<file path="config.mk">
export PLATFORM = sky130hd
export DESIGN_NAME = seven_segment_number_raster
export DESIGN_NICKNAME = d
export VERILOG_FILES = /design/src/rtl/ssnr_pkg.sv /design/src/rtl/seven_segment_number_raster.sv /design/src/rtl/ssnr_bcd_conv.sv /design/src/rtl/ssnr_slot_search.sv
export SDC_FILE = /design/constraint.sdc
export NUM_CORES = 1
export LEC_CHECK = 0
export ABC_AREA = 1
export BUFFER_PORTS_ARGS = -buffer_cell sky130_fd_sc_hd__buf_2
export CORE_MARGIN = 2
export CORE_UTILIZATION = 60
export CTS_BUF_LIST = sky130_fd_sc_hd__clkbuf_8 sky130_fd_sc_hd__clkbuf_16
export DETAILED_ROUTE_END_ITERATION = 10
export PLACE_DENSITY = 0.83
export SYNTH_ARGS = -nofsm -noshare
export SYNTH_HDL_FRONTEND = slang
export SYNTH_HIERARCHICAL = 1
export SYNTH_SLANG_ARGS = --single-unit
</file>
<file path="constraint.sdc">
create_clock -name clk -period 8.11 [get_ports clk]
set_input_delay 0 -clock clk [delete_from_list [all_inputs] [get_ports clk]]
set_output_delay 0 -clock clk [all_outputs]
set_load 0.02 [all_outputs]
</file>
<file path="src/rtl/ssnr_pkg.sv">
`timescale 1ns / 1ps
`default_nettype none
// ---------------------------------------------------------------------------
// ssnr_pkg
// Shared types, constants and glyph tables for the seven-segment raster.
// ---------------------------------------------------------------------------
package ssnr_pkg;

  localparam int GLYPH_W    = 13;
  localparam int GLYPH_H    = 23;
  localparam int NUM_DIGITS = 10;
  localparam int DIGIT_W    = 4;
  localparam int NUM_BITS   = 31;
  localparam int BCD_W      = NUM_DIGITS * DIGIT_W;

  typedef enum logic {
    OP_LOAD = 1'b0,
    OP_READ = 1'b1
  } op_t;

  typedef enum logic {
    REG_COLOR  = 1'b0,
    REG_FORMAT = 1'b1
  } reg_idx_t;

  typedef enum logic [2:0] {
    SEG_NONE = 3'd0,
    SEG_TOP  = 3'd1,
    SEG_UL   = 3'd2,
    SEG_UR   = 3'd3,
    SEG_MID  = 3'd4,
    SEG_LL   = 3'd5,
    SEG_LR   = 3'd6,
    SEG_BOT  = 3'd7
  } seg_code_t;

  typedef struct packed {
    logic       fin;
    logic       hit;
    logic [3:0] slot;
    logic [4:0] row;
    logic [3:0] col;
  } srch_res_t;

  // segment under one glyph pixel
  function automatic seg_code_t glyph_seg(input logic [4:0] row, input logic [3:0] col);
    logic [3:0] side;
    logic [3:0] lo;
    seg_code_t  lft;
    seg_code_t  rgt;
    seg_code_t  bar;
    seg_code_t  code;
    side = 4'd0;
    lo   = 4'd1;
    bar  = SEG_NONE;
    case (row) inside
      5'd0, 5'd1: begin
        bar = SEG_TOP;
      end
      5'd2: begin
        side = 4'd1; bar = SEG_TOP; lo = 4'd2;
      end
      5'd3, 5'd9, 5'd13, 5'd19: begin
        side = 4'd2;
      end
      [5'd4:5'd8], [5'd14:5'd18]: begin
        side = 4'd3;
      end
      5'd10, 5'd12: begin
        side = 4'd1; bar = SEG_MID; lo = 4'd2;
      end
      5'd11: begin
        bar = SEG_MID;
      end
      5'd20: begin
        side = 4'd1; bar = SEG_BOT; lo = 4'd2;
      end
      5'd21, 5'd22: begin
        bar = SEG_BOT;
      end
      default: begin
        side = 4'd0;
      end
    endcase
    if (row >= 5'd12) begin
      lft = SEG_LL;
      rgt = SEG_LR;
    end else begin
      lft = SEG_UL;
      rgt = SEG_UR;
    end
    if (col < side) begin
      code = lft;
    end else if (col > 4'(GLYPH_W - 1) - side) begin
      code = rgt;
    end else if (bar != SEG_NONE && col >= lo && col <= 4'(GLYPH_W - 1) - lo) begin
      code = bar;
    end else begin
      code = SEG_NONE;
    end
    return code;
  endfunction

  // lit segments of a digit, bit n set for segment n, bit 0 unused
  function automatic logic [7:0] seg_mask(input logic [3:0] digit);
    logic [6:0] segs;
    unique case (digit)
      4'd0:    segs = 7'h77;
      4'd1:    segs = 7'h24;
      4'd2:    segs = 7'h5D;
      4'd3:    segs = 7'h6D;
      4'd4:    segs = 7'h2E;
      4'd5:    segs = 7'h6B;
      4'd6:    segs = 7'h7B;
      4'd7:    segs = 7'h25;
      4'd8:    segs = 7'h7F;
      4'd9:    segs = 7'h6F;
      default: segs = 7'h00;
    endcase
    return {segs, 1'b0};
  endfunction

endpackage
`default_nettype wire

</file>
<file path="src/rtl/seven_segment_number_raster.sv">
`timescale 1ns / 1ps
`default_nettype none
// ---------------------------------------------------------------------------
// seven_segment_number_raster
// Right-aligned seven-segment rendering of a stored decimal number.
//
//   channel  dir   contents
//   in_*     in    tuser: operation; tdata: number, pixel_x, pixel_y
//   out_*    out   tuser: lit; tdata: pixel_value
//   cfg_*    in    register 0 digit_color at 0x0, register 1 pixel_format at 0x4
//
// load: one bit per cycle through the decimal shift-and-correct unit
// read: one slot pitch subtracted per cycle
// one item at a time; in_tready is low while an item is being worked on
// a finished read waits in the output register while the next item is taken
// synchronous active-low reset clears the digits to a single zero
// ---------------------------------------------------------------------------
module seven_segment_number_raster #(
  parameter int GAP_W       = 2,
  parameter int FIELD_W     = 118,
  parameter int DIGIT_SLOTS = 8
) (
  input  wire logic        clk,
  input  wire logic        rst_n,
  input  wire logic        in_tvalid,
  output logic             in_tready,
  input  wire logic [47:0] in_tdata,   // number[30:0], pixel_x[37:31], pixel_y[42:38], zero
  input  wire logic        in_tuser,   // operation
  output logic             out_tvalid,
  input  wire logic        out_tready,
  output logic [31:0]      out_tdata,  // pixel_value[31:0]
  output logic             out_tuser,  // lit
  input  wire logic        cfg_psel,
  input  wire logic        cfg_penable,
  input  wire logic        cfg_pwrite,
  input  wire logic [2:0]  cfg_paddr,
  input  wire logic [31:0] cfg_pwdata,
  output logic [31:0]      cfg_prdata,
  output logic             cfg_pready
);

  typedef enum logic [2:0] {
    ST_IDLE   = 3'b001,
    ST_LOAD   = 3'b010,
    ST_SEARCH = 3'b100
  } state_t;

  state_t              state_r, state_nxt;
  logic [31:0]         color_r;
  logic                format_r;
  logic [3:0]          digit_r [ssnr_pkg::NUM_DIGITS];
  logic [3:0]          count_r;
  logic                out_valid_r, out_valid_nxt;
  logic [31:0]         out_pix_r;
  logic                out_lit_r;

  logic                in_xfer;
  logic                load_start;
  logic                read_start;
  logic                conv_done;
  logic [ssnr_pkg::BCD_W-1:0] conv_digits;
  logic [3:0]          conv_count;
  ssnr_pkg::srch_res_t res;
  logic                out_free;
  logic                res_take;
  ssnr_pkg::seg_code_t code;
  logic [7:0]          mask;
  logic                lit;
  logic [31:0]         pix;
  logic                cfg_wr;

  assign in_tready  = (state_r == ST_IDLE);
  assign in_xfer    = in_tvalid && in_tready;
  assign load_start = in_xfer && (in_tuser == ssnr_pkg::OP_LOAD);
  assign read_start = in_xfer && (in_tuser == ssnr_pkg::OP_READ);

  ssnr_bcd_conv u_conv (
    .clk    (clk),
    .rst_n  (rst_n),
    .start  (load_start),
    .number (in_tdata[30:0]),
    .done   (conv_done),
    .digits (conv_digits),
    .count  (conv_count)
  );

  ssnr_slot_search #(
    .GAP_W       (GAP_W),
    .FIELD_W     (FIELD_W),
    .DIGIT_SLOTS (DIGIT_SLOTS)
  ) u_search (
    .clk         (clk),
    .rst_n       (rst_n),
    .start       (read_start),
    .pixel_x     (in_tdata[37:31]),
    .pixel_y     (in_tdata[42:38]),
    .digit_count (count_r),
    .res         (res)
  );

  assign out_free = !out_valid_r || out_tready;
  assign res_take = (state_r == ST_SEARCH) && res.fin && out_free;

  // glyph lookup for the finished search
  assign code = ssnr_pkg::glyph_seg(res.row, res.col);
  assign mask = ssnr_pkg::seg_mask(digit_r[res.slot]);
  assign lit  = res.hit && mask[code];
  assign pix  = !lit ? 32'd0 : (format_r ? color_r : {16'd0, color_r[15:0]});

  always_comb begin
    state_nxt = state_r;
    unique case (state_r)
      ST_IDLE: begin
        if (load_start) begin
          state_nxt = ST_LOAD;
        end else if (read_start) begin
          state_nxt = ST_SEARCH;
        end
      end
      ST_LOAD: begin
        if (conv_done) begin
          state_nxt = ST_IDLE;
        end
      end
      ST_SEARCH: begin
        if (res_take) begin
          state_nxt = ST_IDLE;
        end
      end
      default: state_nxt = ST_IDLE;
    endcase
  end

  always_comb begin
    out_valid_nxt = out_valid_r;
    if (res_take) begin
      out_valid_nxt = 1'b1;
    end else if (out_tready) begin
      out_valid_nxt = 1'b0;
    end
  end

  always_ff @(posedge clk) begin
    if (!rst_n) begin
      state_r     <= ST_IDLE;
      out_valid_r <= 1'b0;
      count_r     <= 4'd1;
      for (int i = 0; i < ssnr_pkg::NUM_DIGITS; i++) begin
        digit_r[i] <= 4'd0;
      end
    end else begin
      state_r     <= state_nxt;
      out_valid_r <= out_valid_nxt;
      if (state_r == ST_LOAD && conv_done) begin
        count_r <= conv_count;
        for (int i = 0; i < ssnr_pkg::NUM_DIGITS; i++) begin
          digit_r[i] <= conv_digits[i*4 +: 4];
        end
      end
    end
    if (res_take) begin
      out_pix_r <= pix;
      out_lit_r <= lit;
    end
  end

  assign out_tvalid = out_valid_r;
  assign out_tdata  = out_pix_r;
  assign out_tuser  = out_lit_r;

  // register file
  assign cfg_pready = 1'b1;
  assign cfg_wr     = cfg_psel && cfg_penable && cfg_pwrite && cfg_pready;

  always_ff @(posedge clk) begin
    if (!rst_n) begin
      color_r  <= 32'hFFFF_FFFF;
      format_r <= 1'b1;
    end else if (cfg_wr) begin
      unique case (cfg_paddr[2])
        ssnr_pkg::REG_COLOR:  color_r  <= cfg_pwdata;
        ssnr_pkg::REG_FORMAT: format_r <= cfg_pwdata[0];
        default:              color_r  <= color_r;
      endcase
    end
  end

  always_comb begin
    unique case (cfg_paddr[2])
      ssnr_pkg::REG_COLOR:  cfg_prdata = color_r;
      ssnr_pkg::REG_FORMAT: cfg_prdata = {31'd0, format_r};
      default:              cfg_prdata = 32'd0;
    endcase
  end

`ifndef NO_ASSERTIONS
  a_count_range: assert property (@(posedge clk) disable iff (!rst_n)
    (count_r != 4'd0) && (count_r <= 4'(ssnr_pkg::NUM_DIGITS)))
    else $error("digit count out of range");

  a_conv_in_load: assert property (@(posedge clk) disable iff (!rst_n)
    conv_done |-> (state_r == ST_LOAD))
    else $error("conversion finished outside a load");

  a_hit_slot: assert property (@(posedge clk) disable iff (!rst_n)
    (res_take && res.hit) |-> (res.slot < count_r))
    else $error("hit on a slot beyond the significant digits");

  a_busy_after_xfer: assert property (@(posedge clk) disable iff (!rst_n)
    in_xfer |=> !in_tready)
    else $error("input taken again before the item finished");
`endif

endmodule
`default_nettype wire

</file>
<file path="src/rtl/ssnr_bcd_conv.sv">
`timescale 1ns / 1ps
`default_nettype none
// ---------------------------------------------------------------------------
// ssnr_bcd_conv
// Binary to decimal conversion, one shift-and-correct step per cycle.
// ---------------------------------------------------------------------------
module ssnr_bcd_conv (
  input  wire logic                                  clk,
  input  wire logic                                  rst_n,
  input  wire logic                                  start,
  input  wire logic [ssnr_pkg::NUM_BITS-1:0]         number,
  output logic                                       done,
  output logic [ssnr_pkg::BCD_W-1:0]                 digits,
  output logic [3:0]                                 count
);

  logic                              busy_r, busy_nxt;
  logic                              done_r, done_nxt;
  logic [4:0]                        cnt_r, cnt_nxt;
  logic [ssnr_pkg::BCD_W-1:0]        bcd_r, bcd_nxt;
  logic [ssnr_pkg::NUM_BITS-1:0]     bin_r, bin_nxt;
  logic [ssnr_pkg::BCD_W-1:0]        adj;

  // add three to every digit of five or more
  always_comb begin
    for (int i = 0; i < ssnr_pkg::NUM_DIGITS; i++) begin
      if (bcd_r[i*4 +: 4] >= 4'd5) begin
        adj[i*4 +: 4] = bcd_r[i*4 +: 4] + 4'd3;
      end else begin
        adj[i*4 +: 4] = bcd_r[i*4 +: 4];
      end
    end
  end

  always_comb begin
    busy_nxt = busy_r;
    done_nxt = 1'b0;
    cnt_nxt  = cnt_r;
    bcd_nxt  = bcd_r;
    bin_nxt  = bin_r;
    if (start) begin
      busy_nxt = 1'b1;
      cnt_nxt  = 5'(ssnr_pkg::NUM_BITS);
      bcd_nxt  = '0;
      bin_nxt  = number;
    end else if (busy_r) begin
      bcd_nxt = {adj[ssnr_pkg::BCD_W-2:0], bin_r[ssnr_pkg::NUM_BITS-1]};
      bin_nxt = {bin_r[ssnr_pkg::NUM_BITS-2:0], 1'b0};
      cnt_nxt = cnt_r - 5'd1;
      if (cnt_r == 5'd1) begin
        busy_nxt = 1'b0;
        done_nxt = 1'b1;
      end
    end
  end

  always_ff @(posedge clk) begin
    if (!rst_n) begin
      busy_r <= 1'b0;
      done_r <= 1'b0;
      cnt_r  <= '0;
    end else begin
      busy_r <= busy_nxt;
      done_r <= done_nxt;
      cnt_r  <= cnt_nxt;
    end
    bcd_r <= bcd_nxt;
    bin_r <= bin_nxt;
  end

  // significant digits, at least one
  always_comb begin
    count = 4'd1;
    for (int i = 0; i < ssnr_pkg::NUM_DIGITS; i++) begin
      if (bcd_r[i*4 +: 4] != 4'd0) begin
        count = 4'(i + 1);
      end
    end
  end

  assign done   = done_r;
  assign digits = bcd_r;

endmodule
`default_nettype wire

</file>
<file path="src/rtl/ssnr_slot_search.sv">
`timescale 1ns / 1ps
`default_nettype none
// ---------------------------------------------------------------------------
// ssnr_slot_search
// Finds the digit slot and glyph column of a pixel by repeated pitch subtract.
// ---------------------------------------------------------------------------
module ssnr_slot_search #(
  parameter int GAP_W       = 2,
  parameter int FIELD_W     = 118,
  parameter int DIGIT_SLOTS = 8
) (
  input  wire logic                clk,
  input  wire logic                rst_n,
  input  wire logic                start,
  input  wire logic [6:0]          pixel_x,
  input  wire logic [4:0]          pixel_y,
  input  wire logic [3:0]          digit_count,
  output ssnr_pkg::srch_res_t      res
);

  localparam int PITCH = ssnr_pkg::GLYPH_W + GAP_W;
  localparam int RW    = $clog2(FIELD_W + PITCH);

  logic          busy_r, busy_nxt;
  logic          fin_r, fin_nxt;
  logic          hit_r, hit_nxt;
  logic [RW-1:0] rem_r, rem_nxt;
  logic [3:0]    k_r, k_nxt;
  logic [3:0]    limit_r, limit_nxt;
  logic [4:0]    row_r, row_nxt;
  logic          outside;
  logic [RW-1:0] rem_init;

  assign outside  = ({3'b0, pixel_x} >= 10'(FIELD_W)) ||
                    (pixel_y >= 5'(ssnr_pkg::GLYPH_H));
  assign rem_init = RW'(10'(FIELD_W - 1) - {3'b0, pixel_x});

  always_comb begin
    busy_nxt  = busy_r;
    fin_nxt   = fin_r;
    hit_nxt   = hit_r;
    rem_nxt   = rem_r;
    k_nxt     = k_r;
    limit_nxt = limit_r;
    row_nxt   = row_r;
    if (start) begin
      busy_nxt  = !outside;
      fin_nxt   = outside;
      hit_nxt   = 1'b0;
      rem_nxt   = rem_init;
      k_nxt     = 4'd0;
      row_nxt   = pixel_y;
      limit_nxt = (digit_count < 4'(DIGIT_SLOTS)) ? digit_count : 4'(DIGIT_SLOTS);
    end else if (busy_r) begin
      if (rem_r >= RW'(PITCH)) begin
        if ((k_r + 4'd1) < limit_r) begin
          rem_nxt = rem_r - RW'(PITCH);
          k_nxt   = k_r + 4'd1;
        end else begin
          busy_nxt = 1'b0;
          fin_nxt  = 1'b1;
        end
      end else begin
        busy_nxt = 1'b0;
        fin_nxt  = 1'b1;
        hit_nxt  = rem_r < RW'(ssnr_pkg::GLYPH_W);
      end
    end
  end

  always_ff @(posedge clk) begin
    if (!rst_n) begin
      busy_r <= 1'b0;
      fin_r  <= 1'b0;
      hit_r  <= 1'b0;
    end else begin
      busy_r <= busy_nxt;
      fin_r  <= fin_nxt;
      hit_r  <= hit_nxt;
    end
    rem_r   <= rem_nxt;
    k_r     <= k_nxt;
    limit_r <= limit_nxt;
    row_r   <= row_nxt;
  end

  assign res.fin  = fin_r;
  assign res.hit  = hit_r;
  assign res.slot = k_r;
  assign res.row  = row_r;
  assign res.col  = 4'(ssnr_pkg::GLYPH_W - 1) - rem_r[3:0];

endmodule
`default_nettype wire
</file>
==> metrics.md, run 1 <==
| Metric | Value |
|---|---|
| Yosys top cell by area | `edfxtp_1` |
| Reg2reg start | `u_search/row_r[0]$_DFFE_PP_` |
| Met2 routed WL | `14100 um` |
| Worst slew pin tran | `around 1.2 ns` |
| Share of cells above drive strength 1 | `16.27%` |
| Worst-path fanout max | `16` |
| Status | `finished clean` |
| Final ANT Viol Nets | `0` |
| Min Tclk post-route | `between 3 and 4 ns` |
| Worst min-delay path class | `in2reg` |
| CTS H-Tree Depth | `1` |
| Post-Route M1 WL | `between 10000 and 15000 um` |
| ANT cells | `0` |
| Post-DP HPWL | `about 16000 um` |
| Non-Filler Cell Area, Final | `approximately 0.013 mm^2` |
| Launch point of the worst path | `u_search/row_r[0]$_DFFE_PP_` |
| WS Path Type | `reg2reg` |
| Initial Util | `about three fifths` |
| #FFs+latches synth | `about 220` |
| Area growth from synthesis to layout | `22.34%` |
| CP Capture Type | `register` |
| Layout Nets | `approximately 1700` |
| GRT Overall Usage | `roughly 28%` |
| Reg2reg setup slack | `between 4 and 5 ns` |
| Synthesized cell area | `between 0.01 and 0.015 mm^2` |
| Final setup TNS | `0 ns` |
| Adder-cell share of the synthesized area | `4.994%` |
| Required time of the critical path | `about 8.4 ns` |
| Port Buf Inserts | `150` |
| Routed vias | `9723` |
| RSZ-0062 raised after global routing | `false` |
| WL/cell | `around 16 um` |
| Final Non-Filler Cells | `~1800` |
| Total CTS buffers | `23` |
| Arrival @ worst endpoint | `about 4.3 ns` |
| Grt ovf | `0` |
| Yosys cell types | `50` |
| Cells on worst reg2reg path | `22` |
| Combinational share of power | `approximately a fifth` |
| Pwr dens | `between 200 and 250 mW/mm^2` |
| Root Driver | `clkbuf_16` |
| Maximum clock frequency | `254.1 MHz` |
| Final Max Slew Viols | `0` |
| Largest net degree at the start of global routing | `65` |
| Top Layer Used | `met4` |
| Die Area | `0.01947 mm^2` |
| Psw | `around 910 uW` |
| Clk_lat worst skew | `slightly above 0.5 ns` |
| Post-Synth XOR/XNOR Area | `under 10%` |
| Internal power | `2.172 mW` |
| FP Rows | `~50` |
| Min-Delay Path Depth | `4` |
| Drt initial violations | `871` |
| Clock Power Share | `roughly 37%` |
| Most frequent cells in the layout | `nand2_1 (270), inv_1 (197), nor2_1 (153)` |
| RePlAce Congestion | `0.8424` |
| CTS Sinks | `about 220` |
| Fin crit share | `roughly half` |
| Compound-gate portion of the synthesized area | `between 10% and 20%` |
| Register share of total power | `roughly two fifths` |
| Startpoint Class | `register` |
| CTS tree | `built` |
| Initial antenna violation count | `0` |
| First-pass GRT wire length | `between 40000 and 50000 um` |
| Leakage dissipation | `about 6 nW` |
| Die width | `139.5 um` |
| Peak supply drop | `between 0.0002 and 0.00025 V` |
| Detailed Routing Iterations Pass 1 | `5` |
| Commonest non-fill, non-tap cell in the layout | `nand2_1` |
| Place WS | `about 4.5 ns` |
| Cell count after placement | `~1600` |
| Clk slew on worst S/H paths | `0.07 ns` |
| Max-cap violation count | `0` |
| Worst Skew | `between 0.01 and 0.015 ns` |
| Crit path top cell by count | `nand2_1` |
| Io pins | `around 160` |
| R2r endpoint | `out_tdata[16]$_SDFFCE_PN0P_` |
| Placement Cell Area | `0.01185 mm^2` |
| Hold Vio Cnt, Final | `0` |
| Post-synthesis mux area share | `0%` |
| Sequential share of the synthesized area | `50.22%` |
| Number of global-route vias before repair | `between 9000 and 10000` |
| Hold EP | `u_conv/digits[31]$_SDFFE_PP0P_` |
| Worst path cell trace | `nand2_1 > inv_1 > nor3_1 > a211oi_1 > nand2_1 > nor2_1 > ha_1 > inv_1 > ha_1 > nand3_1 > nand2_1 > inv_1 > nand2_1 > o21ai_1 > inv_1 > a21oi_1 > nand2_1 > nand2_1 > nand2_1 > nand3_2 > nand4_4 > nor2_1` |
| Clock buffer depth | `3` |
| Post-Syn Area per Cell | `8.453 um^2` |
| Largest family of logic cells by synthesized area | `simple AND/OR/NAND/NOR gates` |
| Hold path start | `in_tuser` |
| Ranking of synthesized cells by area | `edfxtp_1 (33%), dfxtp_1 (17%), nand2_1 (9.2%)` |
| Net Sw Frac | `~30%` |
| Critical Path Max Stage Delay | `0.46 ns` |
| DRC viols | `0` |
| Slowest cell on the critical path | `edfxtp_1` |
| Synth Area in Simple Gates | `between 20% and 30%` |
| Endpoints failing setup | `0` |
| Mapped Cells | `1304` |
| Core ar. | `between 0.015 and 0.02 mm^2` |
| Synth warn | `6` |
| Drt total wl | `roughly 28000 um` |
| Vias/cell | `~5.5` |
| Slew margin rel. | `around 20%` |
| Design Power | `~3 mW` |
| PnR worst setup slack | `around 4.2 ns` |
| Metal3 WL | `~1900 um` |
| Die Y | `between 100 and 150 um` |
| Synth top area share | `between 30% and 40%` |
state kept, by name, summed over array words and instances, names as in the netlist, 5 cells and up:
signal          flops
color_r            32
digit_r            40
out_tdata          32
u_conv/bin_r       31
u_conv/cnt_r        5
u_conv/digits      40
u_search/rem_r      8
u_search/row_r      5
worst max-delay path, delay by kind of cell (launching register included):
kind            cells  cell delay [ns]
simple gates       13             1.81
compound gates      3             0.72
fa+ha+maj           2             0.48
flops               1             0.46
buf+inv             4             0.28
routing by layer:
layer / GRT usage (%) / vias up
li1: - / 4655
met1: 31.92 / 4467
met2: 51.29 / 477
met3: 4.095 / 124
met4: 15.68 / 0
met5: 0 / -
metrics by stage:
stage / hold slack [ns] / util, %
after detailed placement: 0.1995 / 65.73
after CTS: 0.1501 / 74.82
after global routing: 0.1786 / 74.82
final: 0.1677 / 74.82
after floorplan: 0.08410 / -
after global placement: 0.2004 / 65.73
logic make-up (layout without fill, tap and decap cells):
| group | count (synthesis) | in the layout |
|---|---|---|
| flip-flops | 216 | 216 |
| AND/OR/NAND/NOR | 559 | 559 |
| adder cells (fa/ha/maj) | 44 | 44 |
| AO/OA/AOI/OAI | 217 | 217 |
| XOR/XNOR | 16 | 16 |
| other | 1 | 2 |
| buffers and inverters | 251 | 483 |
Yosys cell counts (all sizes together):
cell type and n:
a211oi 2, a21oi 73, a221oi 1, a22o 3, a22oi 2, a31oi 5
a32o 1, and2 3, buf 26, clkbuf 22, clkinv 1, conb 1
dfxtp 95, edfxtp 121, ha 44, inv 202, nand2 275, nand3 79
nand3b 5, nand4 10, nor2 178, nor3 7, nor4 1, o211ai 8
o21ai 111, o21bai 2, o221a 1, o221ai 1, o22a 1, o22ai 3
o31ai 3, or2 1, xnor2 5, xor2 11
cell type report:
cell class,count,area (um^2)
flip-flops and latches,216,5535
fillers,1174,4539
multi-input cells,838,4461
repair buffers,239,1624
inverters,203,762.0
clock buffers,24,589.3
well taps,229,286.5
clock inverters,17,227.7
power groups by stage:
stage          combinational [mW]  clock, mW  sequential (mW)
3_3_place_gp                0.586          0             1.29
4_1_cts                     0.645       1.15             1.28
3_5_place_dp                0.608          0             1.30
6_report                    0.659       1.15             1.28
5_1_grt                     0.736       1.20             1.28
2_1_floorplan               0.472          0             1.29
worst max-delay path by stage:
stage                                              to  slack, ns
after floorplan           out_tdata[21]$_SDFFCE_PN0P_       4.96
after global placement    out_tdata[18]$_SDFFCE_PN0P_       4.57
after detailed placement  out_tdata[18]$_SDFFCE_PN0P_       4.45
after CTS                 out_tdata[18]$_SDFFCE_PN0P_       4.42
after global routing      out_tdata[16]$_SDFFCE_PN0P_       3.87
final                     out_tdata[16]$_SDFFCE_PN0P_       4.17
timing repair:
item / in CTS / in global routing
hold endpoints to repair: 90 / 0
setup endpoints to repair: 0 / 0
hold buffers: 82 / 0
gates resized for setup: 0 / 0
setup buffers: 0 / 0
(Power assumes the default switching activity.)
==> run 2, diff against run 1 <==
--- a/config.mk
+++ b/config.mk
@@ -8,10 +8,10 @@
 export ABC_AREA = 1
 export BUFFER_PORTS_ARGS = -buffer_cell sky130_fd_sc_hd__buf_2
 export CORE_MARGIN = 2
-export CORE_UTILIZATION = 60
+export CORE_UTILIZATION = 52
 export CTS_BUF_LIST = sky130_fd_sc_hd__clkbuf_8 sky130_fd_sc_hd__clkbuf_16
 export DETAILED_ROUTE_END_ITERATION = 10
-export PLACE_DENSITY = 0.83
+export PLACE_DENSITY = 0.76
 export SYNTH_ARGS = -nofsm -noshare
 export SYNTH_HDL_FRONTEND = slang
 export SYNTH_HIERARCHICAL = 1
==> constraint.sdc (replaced) <==
create_clock -name clk -period 3.3 [get_ports clk]
set_input_delay 0 -clock clk [delete_from_list [all_inputs] [get_ports clk]]
set_output_delay 0 -clock clk [all_outputs]
set_load 0.02 [all_outputs]
==> metrics.md, run 2 (synthesized netlist as in run 1, its figures left out) <==
| Metric | Value |
|---|---|
| Status | `finished with violations` |
| Failing checks | `negative setup slack` |
| Endpoints failing setup | `30 (+30)` |
| Grt ovf | `0 (unchanged)` |
| ANT cells | `0 (unchanged)` |
| Final ANT Viol Nets | `0 (unchanged)` |
| Vias/cell | `5.205 (-5.5%)` |
| Net Sw Frac | `30.34% (+0.74 points)` |
| Combinational share of power | `23.4% (+2.0 points)` |
| CP Capture Type | `register` |
| Number of global-route vias before repair | `9232 (-4.9%)` |
| Layout Nets | `1675 (+1.1%)` |
| Pwr dens | `560.2 mW/mm^2 (+140%)` |
| Final Max Slew Viols | `0 (unchanged)` |
| Slew margin rel. | `33.78% (+14 points)` |
| Worst Skew | `0.01630 ns (+0.001502 ns)` |
| Fin crit share | `103.6% (+55 points)` |
| Commonest non-fill, non-tap cell in the layout | `nand2_1` |
| Leakage dissipation | `6.224 nW (+2.3%)` |
| Final setup TNS | `-2.578 ns (-2.578 ns)` |
| CTS Sinks | `216 (unchanged)` |
| RePlAce Congestion | `0.8499 (+0.89%)` |
| Drt total wl | `27550 um (-1.6%)` |
| Largest net degree at the start of global routing | `51 (-22%)` |
| Min Tclk post-route | `3.420 ns (-0.5154 ns)` |
| Psw | `2.371 mW (+160%)` |
| Drt initial violations | `602 (-31%)` |
| Initial antenna violation count | `0 (unchanged)` |
| FP Rows | `53 (+8.2%)` |
| Die Area | `0.02238 mm^2 (+15%)` |
| Maximum clock frequency | `292.4 MHz (+15%)` |
| Clock Power Share | `36.3% (-0.9 points)` |
| Io pins | `159 (unchanged)` |
| Register share of total power | `40.3% (-1.1 points)` |
| Routed vias | `9540 (-1.9%)` |
| Clock buffer depth | `3 (unchanged)` |
| Port Buf Inserts | `150 (unchanged)` |
| Most frequent cells in the layout | `nand2_1 (265), inv_1 (189), buf_2 (150)` |
| Clk_lat worst skew | `0.52 ns (about the same)` |
| Die Y | `149.6 um (+7.2%)` |
| Root Driver | `clkbuf_16` |
| Max-cap violation count | `0 (unchanged)` |
| Total CTS buffers | `24 (+4.3%)` |
| Detailed Routing Iterations Pass 1 | `5 (unchanged)` |
| WL/cell | `15.03 um (-5.1%)` |
| Die width | `149.6 um (+7.2%)` |
| First-pass GRT wire length | `42960 um (-5.2%)` |
| Core ar. | `0.02089 mm^2 (+16%)` |
| CTS H-Tree Depth | `1 (unchanged)` |
| Hold Vio Cnt, Final | `0 (unchanged)` |
| PnR worst setup slack | `-0.1203 ns (-4.295 ns)` |
| WS Path Type | `reg2reg` |
| Worst-path fanout max | `8 (-8)` |
| Hold_ws | `0.03084 ns (-0.1368 ns)` |
| Share of cells above drive strength 1 | `19.96% (+3.7 points)` |
| Non-Filler Cell Area, Final | `0.01395 mm^2 (+3.4%)` |
| Placement Cell Area | `0.01204 mm^2 (+1.6%)` |
| Clk slew on worst S/H paths | `0.06 ns (about the same)` |
| Internal power | `5.444 mW (+150%)` |
| Post-DP HPWL | `16960 um (+5.7%)` |
| CTS tree | `built` |
| Worst min-delay path class | `in2reg` |
| Area growth from synthesis to layout | `26.55%` |
| Min-Delay Path Depth | `6 (+2)` |
| GRT Overall Usage | `23.45% (-4.8 points)` |
| Required time of the critical path | `3.57 ns (-4.87 ns)` |
| DRC viols | `0 (unchanged)` |
| Place WS | `-0.1696 ns (-4.620 ns)` |
| Cells on worst reg2reg path | `21 (-4.5%)` |
| Peak supply drop | `0.0004260 V (+74%)` |
| Startpoint Class | `register` |
| Initial Util | `52.77% (-8.4 points)` |
| Worst slew pin tran | `0.9909 ns (-0.2127 ns)` |
| Arrival @ worst endpoint | `3.69 ns (-0.57 ns)` |
| RSZ-0062 raised after global routing | `true` |
==> run 2: cell count changes in the layout (fill, tap and decap cells not counted), moves of 5 or more <==
| cell | previous run | this run |
|---|---|---|
| nor2_2 | 6 | 14 |
| nand2_1 | 270 | 265 |
| nor2_1 | 153 | 143 |
| buf_4 | 7 | 21 |
| inv_1 | 197 | 189 |
==> run 2: layout make-up <==
cell class              instances  area, um^2
flip-flops and latches        216        5535
clock inverters                15       158.9
inverters                     203       764.5
well taps                     275       344.1
repair buffers                256        1799
fillers                      1607        6939
multi-input cells             839        4644
clock buffers                  29       703.2
==> run 2: critical path, stage by stage, from the launching register on <==
cell	delay (ns)
edfxtp_1	0.45
nor2_1	0.28
nand2_1	0.11
nor2_1	0.18
nor2_1	0.07
nand2_1	0.08
nor2_2	0.05
ha_1	0.30
inv_2	0.05
ha_4	0.26
nand3_1	0.10
nand2_2	0.10
nand2_2	0.06
o21ai_1	0.12
inv_1	0.07
a21oi_2	0.19
nand3_1	0.13
nand3_2	0.11
nand3_4	0.11
buf_12	0.15
nand3_4	0.15
nor2_1	0.07
==> run 2: final timing paths <==
check,slack [ns],from,end
worst max-delay path,-0.12,u_search/row_r[0]$_DFFE_PP_,out_tdata[10]$_SDFFCE_PN0P_
worst min-delay path,0.03,cfg_penable,format_r$_SDFFE_PN1P_
worst max register to register,-0.12,u_search/row_r[0]$_DFFE_PP_,out_tdata[10]$_SDFFCE_PN0P_
worst min register to register,0.46,u_conv/bin_r[30]$_DFFE_PP_,u_conv/digits[0]$_SDFFE_PP0P_
==> run 2: timing repair <==
item,4_1_cts,5_1_grt
pin swaps,7,19
cloned,0,1
hold buffers,81,0
endpoints found under the setup margin,33,33
buffers inserted,2,3
hold endpoints to repair,98,0
resized for setup,9,36
==> run 2: per-stage QoR <==
step                cells  power (mW)  utilization, %
global route         1833       8.193           66.78
finish               1833       7.815           66.78
floorplan            1305       4.327               -
detailed placement   1702       4.722           57.64
CTS                  1829       7.663           65.90
global placement     1702       4.655           57.64
==> run 2: metal layers <==
metal | vias to the layer above | routed length, um | track usage [%]
li1 | 4702 | - | -
met1 | 4470 | 11110 | 28.44
met2 | 286 | 14110 | 43.07
met3 | 82 | 1399 | 3.018
met4 | 0 | 930 | 7.524
met5 | - | 0 | 0
==> run 2: power by group through the flow <==
stage               Combinational, mW  Sequential [mW]  Clock, mW
finish                           1.83             3.15       2.84
global route                     2.04             3.17       2.99
CTS                              1.64             3.14       2.88
detailed placement               1.52             3.20          0
global placement                 1.46             3.19          0
floorplan                        1.16             3.17          0
==> run 3, diff against run 2 <==
--- a/config.mk
+++ b/config.mk
@@ -10,8 +10,10 @@
 export CORE_MARGIN = 2
 export CORE_UTILIZATION = 52
 export CTS_BUF_LIST = sky130_fd_sc_hd__clkbuf_8 sky130_fd_sc_hd__clkbuf_16
+export CTS_CLUSTER_SIZE = 8
 export DETAILED_ROUTE_END_ITERATION = 10
 export PLACE_DENSITY = 0.76
+export REMOVE_ABC_BUFFERS = 1
 export SYNTH_ARGS = -nofsm -noshare
 export SYNTH_HDL_FRONTEND = slang
 export SYNTH_HIERARCHICAL = 1
==> metrics.md, run 3 (synthesized netlist as in run 1, its figures left out) <==
| Metric | Value |
|---|---|
| Status | `finished with violations` |
| Failing checks | `negative setup slack` |
| Startpoint Class | `register` |
| Place WS | `-0.1704 ns (-0.0007870 ns)` |
| Worst slew pin tran | `1.245 ns (+0.2545 ns)` |
| Clk_lat worst skew | `0.54 ns (+0.02 ns)` |
| Pwr dens | `546.0 mW/mm^2 (-2.5%)` |
| Total CTS buffers | `31 (+29%)` |
| First-pass GRT wire length | `43280 um (+0.74%)` |
| Die width | `149.6 um (unchanged)` |
| Placement Cell Area | `0.01202 mm^2 (-0.19%)` |
| Port Buf Inserts | `150 (unchanged)` |
| Cell count after placement | `1699 (-0.18%)` |
| Maximum clock frequency | `295.8 MHz (+1.2%)` |
| Levels on crit path | `24 (+14%)` |
| Worst-path fanout max | `6 (-2)` |
| CTS tree | `built` |
| Met2 global-route usage | `41.72% (-1.4 points)` |
| Critical Path Max Stage Delay | `0.44 ns (about the same)` |
| Die Y | `149.6 um (unchanged)` |
| Slowest cell on the critical path | `edfxtp_1` |
| Die Area | `0.02238 mm^2 (unchanged)` |
| Clock Power Share | `36.2% (about the same)` |
| Worst Skew | `0.01394 ns (-0.002358 ns)` |
| Layout Nets | `1691 (+0.96%)` |
| Leakage dissipation | `6.323 nW (+1.6%)` |
| Cells on worst reg2reg path | `24 (+14%)` |
| Max-cap violation count | `0 (unchanged)` |
| Final Max Slew Viols | `0 (unchanged)` |
| Required time of the critical path | `3.59 ns (+0.02 ns)` |
| CP bufs+invs | `4 (+1)` |
| Crit path top cell by count | `nand2_1` |
| Endpoints failing setup | `32 (+6.7%)` |
| Clock buffer depth | `3 (unchanged)` |
| Final setup TNS | `-1.429 ns (+1.149 ns)` |
| Utilization after layout | `67.28% (+0.50 points)` |
| ANT cells | `0 (unchanged)` |
| Routed vias | `9589 (+0.51%)` |
| GRT Overall Usage | `23.57% (+0.12 points)` |
| PnR worst setup slack | `-0.08056 ns (+0.03979 ns)` |
| Drt initial violations | `616 (+2.3%)` |
| Hold Vio Cnt, Final | `0 (unchanged)` |
| Clk slew on worst S/H paths | `0.05 ns (about the same)` |
| RePlAce Congestion | `0.8790 (+3.4%)` |
| Fin crit share | `102.4% (-1.2 points)` |
| RSZ-0062 raised after global routing | `true` |
| Io pins | `159 (unchanged)` |
| Worst path cell trace | `inv_2 > nor2_1 > nand2_1 > nor2_2 > nor2_1 > nand2_1 > nor2_2 > ha_4 > inv_2 > ha_4 > nand3_2 > nand2_2 > inv_2 > nand2_2 > nand4_1 > nand2_2 > o21ai_4 > nand2_1 > nand2_1 > nand2_1 > nand3_2 > nand4_4 > buf_12 > nor2_4` |
| Psw | `2.331 mW (-1.7%)` |
| Peak supply drop | `0.0005453 V (+28%)` |
| Met1 Resource Use GR | `29.05% (+0.61 points)` |
| Root Driver | `clkbuf_16` |
| Largest net degree at the start of global routing | `65 (+27%)` |
| Combinational share of power | `22.7% (-0.7 points)` |
| Cell family with most CP delay | `simple AND/OR/NAND/NOR gates` |
| Design Power | `7.673 mW (-1.8%)` |
| Met3 Usage GRT | `3.140% (+0.12 points)` |
| CTS Sinks | `216 (unchanged)` |
| Post-DP HPWL | `16140 um (-4.8%)` |
| Hold_ws | `0.2011 ns (+0.1703 ns)` |
| Internal power | `5.341 mW (-1.9%)` |
| Area growth from synthesis to layout | `27.49%` |
| Vias/cell | `5.169 (-0.68%)` |
| Initial Util | `52.77% (unchanged)` |
| Min Tclk post-route | `3.381 ns (-0.03979 ns)` |
| Drt total wl | `27270 um (-1.0%)` |
| Commonest non-fill, non-tap cell in the layout | `nand2_1` |
| Final ANT Viol Nets | `0 (unchanged)` |
| Most frequent cells in the layout | `nand2_1 (262), inv_1 (210), buf_2 (150)` |
| Final Non-Filler Cells | `1855 (+1.2%)` |
| CTS H-Tree Depth | `1 (unchanged)` |
| Register share of total power | `41.1% (+0.8 points)` |
| CP Capture Type | `register` |
| Core ar. | `0.02089 mm^2 (unchanged)` |
| WL/cell | `14.70 um (-2.2%)` |
| Arrival @ worst endpoint | `3.67 ns (-0.02 ns)` |
| Non-Filler Cell Area, Final | `0.01405 mm^2 (+0.74%)` |
| Slew margin rel. | `16.78% (-17 points)` |
| Detailed Routing Iterations Pass 1 | `7 (+2)` |
| DRC viols | `0 (unchanged)` |
| Number of global-route vias before repair | `9307 (+0.81%)` |
| Most Used Layer, Global Route | `met2` |
| Initial antenna violation count | `0 (unchanged)` |
| WS Path Type | `reg2reg` |
| Grt ovf | `0 (unchanged)` |
| Min-Delay Path Depth | `4 (-2)` |
| Share of cells above drive strength 1 | `19.30% (-0.66 points)` |
| Worst min-delay path class | `in2reg` |
| FP Rows | `53 (unchanged)` |
| Net Sw Frac | `30.38% (+0.044 points)` |
[run 3: path summary, 6_finish.rpt]
path / from / end / slack, ns
worst max register to register: u_search/row_r[2]$_DFFE_PP_ / out_tdata[23]$_SDFFCE_PN0P_ / -0.08
worst max-delay path: u_search/row_r[2]$_DFFE_PP_ / out_tdata[23]$_SDFFCE_PN0P_ / -0.08
worst min register to register: u_conv/bin_r[30]$_DFFE_PP_ / u_conv/digits[0]$_SDFFE_PP0P_ / 0.45
worst min-delay path: cfg_penable / color_r[11]$_SDFFE_PN1P_ / 0.20
[run 3: what timing repair did]
action                                  CTS  global route
pin swaps                                11             9
endpoints found under the hold margin    91             0
resized for setup                        19            30
endpoints found under the setup margin   33            33
buffers inserted                          2             4
hold buffers                             93             0
[run 3: area by class of cell]
cell class	count	area [um^2]
fill	1566	6835
timing repair buffer	266	1896
inverter	203	762.0
clock inverter	26	102.6
clock buffer	31	775.7
tap	275	344.1
sequential	216	5535
multi-input combinational	838	4638
[run 3: routing by layer]
layer	wire length [um]	up-vias	part of all wire, %
li1	-	4744	-
met3	1451	95	5.3
met2	13550	304	50
met4	1119	0	4.1
met5	0	-	0
met1	11140	4446	41
[run 3: power groups by stage]
stage,Combinational [mW],Clock (mW),Sequential [mW]
global route,1.95,2.93,3.17
global placement,1.45,0,3.19
detailed placement,1.49,0,3.20
floorplan,1.06,0,3.20
CTS,1.65,2.82,3.15
finish,1.74,2.78,3.15
[run 3: worst reg2reg max path, stage by stage (launching register included)]
cell	delay, ns
edfxtp_1	0.44
inv_2	0.08
nor2_1	0.19
nand2_1	0.15
nor2_2	0.17
nor2_1	0.07
nand2_1	0.08
nor2_2	0.06
ha_4	0.27
inv_2	0.04
ha_4	0.27
nand3_2	0.08
nand2_2	0.07
inv_2	0.05
nand2_2	0.07
nand4_1	0.16
nand2_2	0.13
o21ai_4	0.07
nand2_1	0.07
nand2_1	0.05
nand2_1	0.07
nand3_2	0.12
nand4_4	0.18
buf_12	0.17
nor2_4	0.04
